<file path="src/hw/rtl/drse_pkg.sv">
// Shared constants, types and codes of the deletion-resilient stream encoder.
`default_nettype none

package drse_pkg;

  // Redundancy bits per coded byte; the remaining top bits carry data.
  localparam int unsigned REDUNDANCY_BITS = 7;
  localparam int unsigned RC_BITS         = 8 - REDUNDANCY_BITS;
  localparam int unsigned CHUNKS          = 8 / RC_BITS;
  localparam int unsigned CHUNK_CNT_W     = (CHUNKS > 1) ? $clog2(CHUNKS) : 1;

  localparam int unsigned STATE_W     = 64;
  localparam int unsigned TABLE_WORDS = 4;
  localparam int unsigned CFG_ADDR_W  = $clog2(TABLE_WORDS);

  // Depths of the request queue and the result queue.
  localparam int unsigned CMD_DEPTH  = 2;
  localparam int unsigned CMD_PTR_W  = (CMD_DEPTH > 1) ? $clog2(CMD_DEPTH) : 1;
  localparam int unsigned CMD_CNT_W  = $clog2(CMD_DEPTH + 1);
  localparam int unsigned RES_DEPTH  = 2;
  localparam int unsigned RES_PTR_W  = (RES_DEPTH > 1) ? $clog2(RES_DEPTH) : 1;
  localparam int unsigned RES_CNT_W  = $clog2(RES_DEPTH + 1);

  localparam logic FUNC_ENCODE = 1'b0;
  localparam logic FUNC_CHECK  = 1'b1;

  typedef struct packed {
    logic       func;
    logic       start_req;
    logic [7:0] data_byte;
  } drse_cmd_t;

  typedef struct packed {
    logic [7:0]         code_byte;
    logic               last;
    logic               check_ok;
    logic               decoded_valid;
    logic [7:0]         decoded_byte;
    logic [STATE_W-1:0] coder_state;
  } drse_res_t;

endpackage

`default_nettype wire

</file>
<file path="src/hw/rtl/drse_front.sv">
// Front end: accepts requests and holds them in a short queue for the back end.
`default_nettype none

module drse_front (
  input  wire logic              clk_i,
  input  wire logic              rst_ni,
  input  wire logic              push,
  output logic                   full,
  input  wire logic              func_i,
  input  wire logic              start_req_i,
  input  wire logic [7:0]        data_byte_i,
  output logic                   cmd_valid_o,
  output drse_pkg::drse_cmd_t    cmd_o,
  input  wire logic              cmd_pop_i
);
  import drse_pkg::*;

  drse_cmd_t              mem_q [CMD_DEPTH];
  logic [CMD_PTR_W-1:0]   wr_ptr_q, wr_ptr_d;
  logic [CMD_PTR_W-1:0]   rd_ptr_q, rd_ptr_d;
  logic [CMD_CNT_W-1:0]   count_q, count_d;
  logic                   do_push, do_pop;
  drse_cmd_t              cmd_in;

  assign full        = (count_q == CMD_CNT_W'(CMD_DEPTH));
  assign cmd_valid_o = (count_q != '0);
  assign cmd_o       = mem_q[rd_ptr_q];
  assign do_push     = push && !full;
  assign do_pop      = cmd_pop_i && cmd_valid_o;

  // The function bit decides whether the back end encodes or checks the request.
  always_comb begin
    cmd_in.func      = (func_i == FUNC_CHECK) ? FUNC_CHECK : FUNC_ENCODE;
    cmd_in.start_req = start_req_i;
    cmd_in.data_byte = data_byte_i;
  end

  always_comb begin
    wr_ptr_d = wr_ptr_q;
    rd_ptr_d = rd_ptr_q;
    count_d  = count_q;
    if (do_push) begin
      wr_ptr_d = (wr_ptr_q == CMD_PTR_W'(CMD_DEPTH - 1)) ? '0 : wr_ptr_q + 1'b1;
    end
    if (do_pop) begin
      rd_ptr_d = (rd_ptr_q == CMD_PTR_W'(CMD_DEPTH - 1)) ? '0 : rd_ptr_q + 1'b1;
    end
    if (do_push && !do_pop) begin
      count_d = count_q + 1'b1;
    end else if (do_pop && !do_push) begin
      count_d = count_q - 1'b1;
    end
  end

  always_ff @(posedge clk_i or negedge rst_ni) begin
    if (!rst_ni) begin
      wr_ptr_q <= '0;
      rd_ptr_q <= '0;
      count_q  <= '0;
    end else begin
      wr_ptr_q <= wr_ptr_d;
      rd_ptr_q <= rd_ptr_d;
      count_q  <= count_d;
    end
  end

  always_ff @(posedge clk_i) begin
    if (do_push) begin
      mem_q[wr_ptr_q] <= cmd_in;
    end
  end

endmodule

`default_nettype wire

</file>
<file path="src/hw/rtl/drse_back.sv">
// Back end: coder state, transition table and one coded byte per cycle unless stalled.
`default_nettype none

module drse_back (
  input  wire logic                                clk_i,
  input  wire logic                                rst_ni,
  input  wire logic                                cfg_we_i,
  input  wire logic [drse_pkg::CFG_ADDR_W-1:0]     cfg_addr_i,
  input  wire logic [drse_pkg::STATE_W-1:0]        cfg_wdata_i,
  input  wire logic                                cmd_valid_i,
  input  drse_pkg::drse_cmd_t                      cmd_i,
  output logic                                     cmd_pop_o,
  input  wire logic                                res_ready_i,
  output logic                                     res_valid_o,
  output drse_pkg::drse_res_t                      res_o
);
  import drse_pkg::*;

  logic [STATE_W-1:0]     table_q [TABLE_WORDS];
  logic [STATE_W-1:0]     state_q, state_d;
  logic [7:0]             bbuf_q, bbuf_d;
  logic [2:0]             bcnt_q, bcnt_d;
  logic [CHUNK_CNT_W-1:0] chunk_q, chunk_d;

  logic                   fire, is_check, clear, last;
  logic [STATE_W-1:0]     st_cur, tword, xval;
  logic [7:0]             buf_cur;
  logic [2:0]             cnt_cur;
  logic [3:0]             sh_amt;
  logic [7:0]             enc_shifted;
  logic [RC_BITS-1:0]     chunk;
  logic [7:0]             chunk_ext;
  logic [1:0]             sel;
  logic [15:0]            merged;
  logic [3:0]             nsum;
  logic                   dv;

  assign fire     = cmd_valid_i && res_ready_i;
  assign is_check = (cmd_i.func == FUNC_CHECK);
  // A start request clears the state only ahead of the first coded byte.
  assign clear    = cmd_i.start_req && (chunk_q == '0);
  assign st_cur   = clear ? '0 : state_q;
  assign buf_cur  = clear ? '0 : bbuf_q;
  assign cnt_cur  = clear ? '0 : bcnt_q;

  assign sh_amt      = 4'(chunk_q) * 4'(RC_BITS);
  assign enc_shifted = cmd_i.data_byte >> sh_amt;
  assign chunk       = is_check ? cmd_i.data_byte[7:REDUNDANCY_BITS]
                                : enc_shifted[RC_BITS-1:0];
  assign chunk_ext   = 8'(chunk);
  assign sel         = chunk_ext[1:0];
  assign tword       = table_q[sel];
  assign xval        = st_cur ^ tword;

  // Check mode appends the data bits of the coded byte to the bit buffer.
  assign merged = {8'h00, buf_cur} | (16'(chunk) << cnt_cur);
  assign nsum   = {1'b0, cnt_cur} + 4'(RC_BITS);
  assign dv     = is_check && nsum[3];

  assign last        = is_check || (chunk_q == CHUNK_CNT_W'(CHUNKS - 1));
  assign cmd_pop_o   = fire && last;
  assign res_valid_o = fire;

  always_comb begin
    res_o.code_byte     = is_check ? cmd_i.data_byte
                                   : {chunk, xval[REDUNDANCY_BITS-1:0]};
    res_o.last          = last;
    res_o.check_ok      = is_check &&
                          (cmd_i.data_byte[REDUNDANCY_BITS-1:0] ==
                           xval[REDUNDANCY_BITS-1:0]);
    res_o.decoded_valid = dv;
    res_o.decoded_byte  = dv ? merged[7:0] : 8'h00;
    res_o.coder_state   = state_d;
  end

  always_comb begin
    state_d = (xval >> REDUNDANCY_BITS) | (st_cur << (STATE_W - REDUNDANCY_BITS));
    bbuf_d  = bbuf_q;
    bcnt_d  = bcnt_q;
    chunk_d = chunk_q;
    if (fire) begin
      chunk_d = last ? '0 : chunk_q + 1'b1;
      if (is_check) begin
        bbuf_d = dv ? merged[15:8] : merged[7:0];
        bcnt_d = nsum[2:0];
      end else if (clear) begin
        bbuf_d = '0;
        bcnt_d = '0;
      end
    end
  end

  always_ff @(posedge clk_i or negedge rst_ni) begin
    if (!rst_ni) begin
      state_q <= '0;
      bbuf_q  <= '0;
      bcnt_q  <= '0;
      chunk_q <= '0;
      for (int i = 0; i < TABLE_WORDS; i++) begin
        table_q[i] <= '0;
      end
    end else begin
      if (fire) begin
        state_q <= state_d;
      end
      bbuf_q  <= bbuf_d;
      bcnt_q  <= bcnt_d;
      chunk_q <= chunk_d;
      if (cfg_we_i) begin
        table_q[cfg_addr_i] <= cfg_wdata_i;
      end
    end
  end

endmodule

`default_nettype wire

</file>
<file path="src/hw/rtl/drse_res_queue.sv">
// Result queue: holds finished results until the consumer pops them.
`default_nettype none

module drse_res_queue (
  input  wire logic            clk_i,
  input  wire logic            rst_ni,
  input  wire logic            res_valid_i,
  input  drse_pkg::drse_res_t  res_i,
  output logic                 res_ready_o,
  output logic                 empty,
  input  wire logic            pop,
  output drse_pkg::drse_res_t  res_o
);
  import drse_pkg::*;

  drse_res_t              mem_q [RES_DEPTH];
  logic [RES_PTR_W-1:0]   wr_ptr_q, wr_ptr_d;
  logic [RES_PTR_W-1:0]   rd_ptr_q, rd_ptr_d;
  logic [RES_CNT_W-1:0]   count_q, count_d;
  logic                   do_push, do_pop;

  assign res_ready_o = (count_q != RES_CNT_W'(RES_DEPTH));
  assign empty       = (count_q == '0);
  assign res_o       = mem_q[rd_ptr_q];
  assign do_push     = res_valid_i && res_ready_o;
  assign do_pop      = pop && !empty;

  always_comb begin
    wr_ptr_d = wr_ptr_q;
    rd_ptr_d = rd_ptr_q;
    count_d  = count_q;
    if (do_push) begin
      wr_ptr_d = (wr_ptr_q == RES_PTR_W'(RES_DEPTH - 1)) ? '0 : wr_ptr_q + 1'b1;
    end
    if (do_pop) begin
      rd_ptr_d = (rd_ptr_q == RES_PTR_W'(RES_DEPTH - 1)) ? '0 : rd_ptr_q + 1'b1;
    end
    if (do_push && !do_pop) begin
      count_d = count_q + 1'b1;
    end else if (do_pop && !do_push) begin
      count_d = count_q - 1'b1;
    end
  end

  always_ff @(posedge clk_i or negedge rst_ni) begin
    if (!rst_ni) begin
      wr_ptr_q <= '0;
      rd_ptr_q <= '0;
      count_q  <= '0;
    end else begin
      wr_ptr_q <= wr_ptr_d;
      rd_ptr_q <= rd_ptr_d;
      count_q  <= count_d;
    end
  end

  always_ff @(posedge clk_i) begin
    if (do_push) begin
      mem_q[wr_ptr_q] <= res_i;
    end
  end

endmodule

`default_nettype wire

</file>
<file path="src/hw/rtl/deletion_resilient_stream_encoder.sv">
// Top level of the deletion-resilient stream encoder and checker.
//
//   channel   direction  handshake              payload
//   request   in         push / full            func_i, start_req_i, data_byte_i
//   result    out        empty / pop            code_byte_o .. coder_state_out_o
//   config    in         cfg_we_i (no wait)     cfg_addr_i, cfg_wdata_i
//
// An encode request yields 8 / (8 - REDUNDANCY_BITS) results, one per cycle while
// the result queue has room, and holds the back end until its last one; a check
// request yields one result. A request passes from the request queue through the
// combinational back end into the result queue. The back end produces one coded
// byte per cycle, unless stalled, through its 64-bit state update. Reset clears
// the coder state, bit buffer, table words and both queues. A full result queue
// stalls the back end; the request queue keeps accepting until it fills.
`default_nettype none

module deletion_resilient_stream_encoder (
  input  wire logic                             clk_i,
  input  wire logic                             rst_ni,
  input  wire logic                             push,
  output logic                                  full,
  input  wire logic                             func_i,
  input  wire logic                             start_req_i,
  input  wire logic [7:0]                       data_byte_i,
  output logic                                  empty,
  input  wire logic                             pop,
  output logic [7:0]                            code_byte_o,
  output logic                                  last_o,
  output logic                                  check_ok_o,
  output logic                                  decoded_valid_o,
  output logic [7:0]                            decoded_byte_o,
  output logic [drse_pkg::STATE_W-1:0]          coder_state_out_o,
  input  wire logic                             cfg_we_i,
  input  wire logic [drse_pkg::CFG_ADDR_W-1:0]  cfg_addr_i,
  input  wire logic [drse_pkg::STATE_W-1:0]     cfg_wdata_i
);
  import drse_pkg::*;

  logic      cmd_valid, cmd_pop;
  drse_cmd_t cmd;
  logic      res_valid, res_ready;
  drse_res_t res_in, res_out;

  drse_front u_front (
    .clk_i       (clk_i),
    .rst_ni      (rst_ni),
    .push        (push),
    .full        (full),
    .func_i      (func_i),
    .start_req_i (start_req_i),
    .data_byte_i (data_byte_i),
    .cmd_valid_o (cmd_valid),
    .cmd_o       (cmd),
    .cmd_pop_i   (cmd_pop)
  );

  drse_back u_back (
    .clk_i       (clk_i),
    .rst_ni      (rst_ni),
    .cfg_we_i    (cfg_we_i),
    .cfg_addr_i  (cfg_addr_i),
    .cfg_wdata_i (cfg_wdata_i),
    .cmd_valid_i (cmd_valid),
    .cmd_i       (cmd),
    .cmd_pop_o   (cmd_pop),
    .res_ready_i (res_ready),
    .res_valid_o (res_valid),
    .res_o       (res_in)
  );

  drse_res_queue u_res_queue (
    .clk_i       (clk_i),
    .rst_ni      (rst_ni),
    .res_valid_i (res_valid),
    .res_i       (res_in),
    .res_ready_o (res_ready),
    .empty       (empty),
    .pop         (pop),
    .res_o       (res_out)
  );

  assign code_byte_o       = res_out.code_byte;
  assign last_o            = res_out.last;
  assign check_ok_o        = res_out.check_ok;
  assign decoded_valid_o   = res_out.decoded_valid;
  assign decoded_byte_o    = res_out.decoded_byte;
  assign coder_state_out_o = res_out.coder_state;

endmodule

`default_nettype wire

</file>
<file path="config.mk">
export PLATFORM = sky130hd
export DESIGN_NAME = deletion_resilient_stream_encoder
export DESIGN_NICKNAME = d
export VERILOG_FILES = /design/src/hw/rtl/drse_pkg.sv /design/src/hw/rtl/drse_front.sv /design/src/hw/rtl/drse_back.sv /design/src/hw/rtl/drse_res_queue.sv /design/src/hw/rtl/deletion_resilient_stream_encoder.sv
export SDC_FILE = /design/constraint.sdc
export NUM_CORES = 1
export LEC_CHECK = 0
export BUFFER_PORTS_ARGS = -buffer_cell sky130_fd_sc_hd__buf_2
export CORE_MARGIN = 8
export CORE_UTILIZATION = 61
export CTS_BUF_LIST = sky130_fd_sc_hd__clkbuf_8
export CTS_CLUSTER_DIAMETER = 150
export DETAILED_ROUTE_END_ITERATION = 10
export PLACE_DENSITY = 0.78
export REMOVE_ABC_BUFFERS = 1
export SYNTH_ARGS = -nofsm -noshare
export SYNTH_HDL_FRONTEND = slang
export SYNTH_HIERARCHICAL = 1
export SYNTH_SLANG_ARGS = --single-unit
</file>
<file path="constraint.sdc">
create_clock -name clk_i -period 6.3 [get_ports clk_i]
set_input_delay 1.26 -clock clk_i [delete_from_list [all_inputs] [get_ports clk_i]]
set_output_delay 1.26 -clock clk_i [all_outputs]
set_load 0.03 [all_outputs]
</file>
==> results of run 1 <==
worst register-to-register path: stages (launching register included):
cell and delay (ns):
dfrtp_1 0.77, mux2_2 0.46, mux4_2 0.47, mux2_2 0.37, a21oi_4 0.28, inv_4 0.23, buf_4 0.45, mux2i_1 0.35
xor2_1 0.28, mux2_2 0.21
worst paths after layout:
path	endpoint	start
max	u_back/state_q[49]	u_front/rd_ptr_q
min	u_back/bbuf_q[2]	u_back/bbuf_q[2]
max reg2reg	u_back/state_q[49]	u_front/rd_ptr_q
min reg2reg	u_back/bbuf_q[2]	u_back/bbuf_q[2]
max in group asynchronous	u_back/table_q[199]	rst_ni
min in group asynchronous	u_back/table_q[148]	rst_ni
layout by cell type (no fill, tap or decap), types with 3 or more instances in the layout:
cell type,instances
dfrtp_1,213
mux2_2,209
edfxtp_1,186
buf_2,164
nand2_1,89
clkbuf_8,69
mux2_4,69
xor2_1,65
mux2i_1,59
inv_1,50
o21ai_0,30
nor2_1,16
xnor2_1,13
buf_4,11
and2_1,9
clkinv_2,8
a21oi_1,6
nor3_1,6
nand3_1,5
ha_1,5
clkinv_1,4
o211a_1,4
o211ai_1,4
and3_1,3
nand2b_1,3
a21o_1,3
a31oi_1,3
a2111oi_0,3
a32o_1,3
logic make-up (layout without fill, tap and decap cells):
group	count (synthesis)	count (layout)
XOR/XNOR	79	79
multiplexers	340	340
AO/OA/AOI/OAI	67	67
AND/OR/NAND/NOR	147	147
buffers and inverters	74	309
other	0	1
flip-flops	400	400
adder cells (fa/ha/maj)	5	5
layer usage:
layer | vias up | wire, um | GRT usage [%]
met5 | - | 22 | 0
met4 | 4 | 926 | 7.32
met3 | 80 | 2100 | 4.29
met2 | 261 | 17100 | 35.2
met1 | 4855 | 14400 | 25.7
li1 | 4411 | - | -
area by class of cell:
class,count,area [sq um],share of cell area [%]
Sequential cell,400,10900,56.2
Inverter,20,78.8,0.405
Antenna cell,1,2.50,0.0128
Multi-Input combinational cell,638,5930,30.4
Tap cell,378,473,2.43
Clock inverter,43,170,0.873
Clock buffer,69,950,4.87
Timing Repair Buffer,177,938,4.82
state kept, by name (all words and copies together) (netlist names):
signal                count
u_back/table_q          128
u_back/bcnt_q             3
u_res_queue/mem_q       166
u_back/state_q           64
u_front/count_q           2
u_back/bbuf_q             8
u_res_queue/count_q       2
u_front/wr_ptr_q          1
u_back/chunk_q            3
u_res_queue/rd_ptr_q      1
u_front/rd_ptr_q          1
u_res_queue/wr_ptr_q      1
u_front/mem_q            20
per-stage QoR:
stage / utilization, % / hold slack (ns) / setup TNS, ns / worst slack [ns] / instance area, sq um
after CTS: 70.1 / 0.478 / 0 / 2.33 / 19500
after global routing: 70.1 / 0.509 / 0 / 2.13 / 19500
final: 70.1 / 0.475 / 0 / 2.36 / 19500
after detailed placement: 66.1 / 0.464 / 0 / 2.37 / 18400
after global placement: 66.1 / 0.462 / 0 / 2.48 / 18400
after floorplan: - / 0.440 / -43.42 / -0.423 / 16900
==> summary.txt, run 1 <==
CTS
  • CTS tree: built
  • Clock Latency Late Sink: 0.59 ns
  • Clk buf depth: 3
  • Hold_buf cts: 0
  • CTS clk-pin slew, worst paths: 0.06 ns
  • Number of clock sinks: 400
  • H-tree depth: 2
  • Root Driver: clkbuf_8
  • CTS Buf Count: 60
  • Post-CTS setup buffers: 0
  • Post-CTS resize count: 0

Placed design
  • Routability Congestion: between 0.7 and 0.8
  • Placed Instances: 1,613
  • Hpwl dp: 21.4 mm
  • Buffers on Ports: 165

GRT
  • First-pass GRT wire length: 54.7 mm
  • Total GRT Usage: between 20% and 30%
  • Largest net degree at the start of global routing: 111
  • Total gr overflow: 0
  • Initial antenna violation count: 2
  • Vias in the first global route: between 10,000 and 15,000

Yosys
  • Most frequent cell after synthesis: dfrtp_1
  • Synth Area in XOR/XNOR: 4.09%
  • Post-Synth Simple-Gate Area: 3.83%
  • Synth unique cells: 50
  • Asr flop ratio synth: about 54%
  • Synth Flop Type: dfrtp_1
  • Synth Instances: 1,112
  • Post-synthesis compound-gate area fraction: 2.58%
  • Syn avg cell area: 15.5 sq um
  • Synth cell count leaders: dfrtp_1, mux2_2, edfxtp_1, nand2_1, mux2_4
  • Post-synthesis mux area share: 23.4%
  • Synth area leader: edfxtp_1
  • Combinational family with the most area after synthesis: multiplexers
  • EDFF count, synth: 186
  • Synth Register Bits: 400
  • Mapped cell area: 0.0172 sq mm
  • Yosys Warn Count: 6
  • Sequential-to-total area share from yosys stat: 63.4%
  • Yosys top cell area share: between 30% and 40%
  • Synth top area cells: edfxtp_1, dfrtp_1, mux2_2
  • Post-Synth Adder-Cell Area: less than 1%

Route
  • Detailed Route Iter0 Violations: between 500 and 600
  • Drt drc: 0
  • Post-DRT Antenna Nets: 0
  • Total Wirelength: ~35 mm
  • Routed length per instance: 20.0 um
  • Drt first pass iters: 5
  • Vias post-DR: 9,611
  • Vias/cell: 5.57

Floorplan
  • Initial Util: 62.1%
  • Core Region: ~0.028 sq mm
  • Io pins: 166
  • Full die area: 0.0339 sq mm
  • Row Count: between 60 and 70
  • Die height: about 180 um
  • Chip width: roughly 180 um

Cells and area
  • Share of layout cells above drive strength 1: 40.5%
  • Final #Nets: 1,383
  • Finished Layout Cells: 1,726
  • Fillers: 1,947
  • Syn-to-layout area delta: 13.0%

Setup path
  • CP arrival: roughly 4.5 ns
  • Slowest cell on crit path: dfrtp_1
  • CP required: 6.81 ns
  • CP Depth: 9
  • CP peak stage delay: 0.77 ns
  • Worst setup SP type: flop
  • Buf/Inv on CP: 2
  • Cell depth of the worst flop-to-flop path: 9
  • Critical path cell sequence: mux2_2, mux4_2, mux2_2, a21oi_4, inv_4, buf_4, mux2i_1, xor2_1, mux2_2
  • Critical path class: reg -> reg
  • Top delay family on crit path: multiplexers
  • Crit-path max FO: 40
  • Crit. End Element: flop
  • Worst R2R Setup Slack: between 2 and 2.5 ns
  • Cell mode on critical path: mux2_2

STA
  • RSZ-0062 raised after global routing: no
  • Tmin final: 3.94 ns
  • Max-slew violations: 0
  • Worst Tran Pin Value: 1.06 ns
  • Worst clock skew: roughly 0.021 ns
  • Maximum clock frequency: 0.254 GHz
  • Max-slew headroom: roughly 30%
  • Final hold violation count: 0
  • Final setup viols: 0
  • Fin crit share: 62.5%

Job
  • Max-cap violations: 0

Run status
  • Status: completed

Min path
  • Worst hold path class: reg -> reg
  • Hold path depth: 2
Power of run 1 is left out: the tool's default activity adds up to more than one toggle a clock period on the data nets, which glitch-free logic cannot reach.
==> run 2: changes to the inputs <==
--- a/config.mk
+++ b/config.mk
@@ -7,11 +7,11 @@
 export LEC_CHECK = 0
 export BUFFER_PORTS_ARGS = -buffer_cell sky130_fd_sc_hd__buf_2
 export CORE_MARGIN = 8
-export CORE_UTILIZATION = 61
+export CORE_UTILIZATION = 55
 export CTS_BUF_LIST = sky130_fd_sc_hd__clkbuf_8
 export CTS_CLUSTER_DIAMETER = 150
 export DETAILED_ROUTE_END_ITERATION = 10
-export PLACE_DENSITY = 0.78
+export PLACE_DENSITY = 0.74
 export REMOVE_ABC_BUFFERS = 1
 export SYNTH_ARGS = -nofsm -noshare
 export SYNTH_HDL_FRONTEND = slang
==> constraint.sdc (replaced) <==
create_clock -name clk_i -period 3.5 [get_ports clk_i]
set_input_delay 0.7 -clock clk_i [delete_from_list [all_inputs] [get_ports clk_i]]
set_output_delay 0.7 -clock clk_i [all_outputs]
set_load 0.03 [all_outputs]
==> run 2 against run 1 <==
Count of clock-buffer cells in the layout rose by 13. Critical endpoint is now u_res_queue/mem_q[1][81]. Critical path depth rose by 1. Routed wire length rose by 3.7%. Global-route usage fell by 1.1 points. Cell area rose by 2.0%.
==> summary.txt, run 2 (synthesized netlist as in run 1, its figures left out) <==
Setup path
  • CP arrival: 3.44 ns (-1.01 ns)
  • Cell depth of the worst flop-to-flop path: 10 (+1)
  • Critical path class: reg -> reg
  • Worst setup SP type: flop
  • Worst R2R Setup Slack: 0.34 ns (-2.02 ns)
  • CP required: 3.78 ns (-3.03 ns)
  • Crit-path max FO: 63 (+57%)
  • R2R Path Start: u_front/rd_ptr_q
  • RR Endpoint: u_res_queue/mem_q[1][81]
  • Crit. End Element: flop

Floorplan
  • Io pins: 166 (unchanged)
  • Row Count: 65 (+6.6%)
  • Initial Util: 55.2% (-6.9 points)
  • Core Region: 0.0312 sq mm (+12%)
  • Chip width: 193 um (+4.9%)
  • Full die area: 0.0373 sq mm (+9.9%)
  • Die height: 193 um (+4.9%)

Placed design
  • Buffers on Ports: 165 (unchanged)
  • Hpwl dp: 22.2 mm (+3.8%)
  • Placed cell area: 0.0186 sq mm (+1.1%)
  • Routability Congestion: 0.808 (+1.2%)

STA
  • RSZ-0062 raised after global routing: no
  • Max-slew headroom: 41.3% (+12 points)
  • Final setup viols: 0 (unchanged)
  • Worst Tran Pin Value: 0.878 ns (-0.178 ns)
  • Worst hold slack: 0.151 ns (-0.324 ns)
  • Maximum clock frequency: 0.316 GHz (+25%)
  • Final hold violation count: 0 (unchanged)
  • Max-slew violations: 0 (unchanged)
  • Fin crit share: 90.3% (+28 points)
  • Worst clock skew: 0.0247 ns (+0.00378 ns)
  • Tmin final: 3.16 ns (-0.775 ns)
  • Setup Total Neg Slack: 0 ns (unchanged)

Cells and area
  • Most frequent cells in the layout: dfrtp_1, mux2_2, edfxtp_1, buf_2, nand2_1
  • Top Registers: u_res_queue/mem_q (166), u_back/table_q (128), u_back/state_q (64)
  • Syn-to-layout area delta: 15.2%
  • Most common cell after layout, fill and taps aside: dfrtp_1
  • Max reg flops: 166 (unchanged)
  • Share of layout cells above drive strength 1: 41.5% (+1.0 points)
  • Biggest register: u_res_queue/mem_q
  • Final #Nets: 1,399 (+1.2%)
  • Fillers: 2,389 (+23%)
  • Final instance area: 0.0199 sq mm (+2.0%)

Run status
  • Status: completed

Route
  • Detailed Route Iter0 Violations: 467 (-11%)
  • Drt drc: 0 (unchanged)
  • Vias post-DR: 9,635 (+0.25%)
  • Post-DRT Antenna Nets: 0 (unchanged)
  • Drt first pass iters: 5 (unchanged)
  • Routed length per instance: 20.3 um (+1.3%)
  • Total Wirelength: 35.9 mm (+3.7%)
  • Vias/cell: 5.45 (-2.1%)

CTS
  • H-tree depth: 3 (+1)
  • Clock Latency Late Sink: 0.58 ns (about the same)
  • Root Driver: clkbuf_8
  • Number of clock sinks: 400 (unchanged)
  • Post-CTS resize count: 0 (unchanged)
  • Post-CTS setup buffers: 0 (unchanged)
  • CTS tree: built
  • CTS Buf Count: 67 (+12%)
  • CTS clk-pin slew, worst paths: 0.06 ns (about the same)
  • Clk buf depth: 3 (unchanged)
  • Hold_buf cts: 0 (unchanged)

GRT
  • First-pass GRT wire length: 55.9 mm (+2.3%)
  • Initial antenna violation count: 4 (+2)
  • Total GRT Usage: 19.5% (-1.1 points)
  • Vias in the first global route: 10,300 (+0.41%)
  • Total gr overflow: 0 (unchanged)
  • Largest net degree at the start of global routing: 92 (-17%)

Job
  • Max-cap violations: 0 (unchanged)

Power
  • Lkg Pwr: 8.56 nW
  • Worst-case vdd ir drop: 0.000653 V
  • Power Density: between 1000 and 1500 mW/mm^2

Min path
  • Worst hold path class: in -> async
[run 2: changes by cell type in the layout (fill, tap and decap cells not counted), sizes merged]
cell and change:
clkinv -7, clkinvlp +2, clkbuf +13, inv -1, buf +9, bufinv +1
[run 2: worst max path at each step]
stage / cells past startpoint / to / start
3_5_place_dp: 10 / u_res_queue/mem_q[1][81] / u_front/rd_ptr_q
3_3_place_gp: 10 / u_res_queue/mem_q[0][81] / u_front/rd_ptr_q
5_1_grt: 9 / u_res_queue/mem_q[0][73] / u_front/rd_ptr_q
4_1_cts: 10 / u_res_queue/mem_q[1][81] / u_front/rd_ptr_q
2_1_floorplan: 5 / u_res_queue/mem_q[0][0] / u_res_queue/count_q[0]
6_report: 10 / u_res_queue/mem_q[1][81] / u_front/rd_ptr_q
[run 2: final cells by class]
class | count | area, sq um | share of cell area, %
multi-input combinational | 638 | 5930 | 29.8
timing repair buffer | 186 | 1110 | 5.57
sequential | 400 | 10900 | 55.1
inverter | 20 | 78.8 | 0.397
clock buffer | 82 | 1130 | 5.68
antenna | 1 | 2.50 | 0.0126
clock inverter | 38 | 180 | 0.907
tap | 402 | 503 | 2.53
[run 2: routing by layer]
metal / vias up / track usage (%) / routed length [um]
met3: 66 / 4.66 / 1970
met2: 235 / 33.4 / 18100
met1: 4895 / 24.2 / 15000
met4: 8 / 6.57 / 737
li1: 4431 / - / -
met5: - / 0 / 50
[run 2: worst max-delay path, cell delays in order (launching register included)]
cell	delay, ns
dfrtp_1	0.38
buf_4	0.17
mux2_4	0.33
mux4_2	0.47
mux2_2	0.36
a21oi_4	0.25
inv_4	0.07
buf_12	0.25
mux2i_1	0.26
xnor2_1	0.16
o21ai_0	0.15
[run 2: through the flow]
step,cells,power (mW),util (%),worst slack [ns]
final,1767,22.8,63.6,0.338
after global placement,1646,18.7,59.4,0.458
after detailed placement,1646,19.1,59.4,0.354
after floorplan,1058,16.2,-,-3.00
after global routing,1766,24.1,63.6,0.211
after CTS,1766,23.1,63.6,0.342
[run 2: report_power, final]
group	switching (mW)	leakage, nW	internal (mW)
Clock	1.79	0.786	2.18
Sequential	0.789	4.31	7.73
Combinational	6.16	3.47	4.19
Total	8.74	8.56	14.1
No activity file was read; power rests on OpenSTA's default activity.
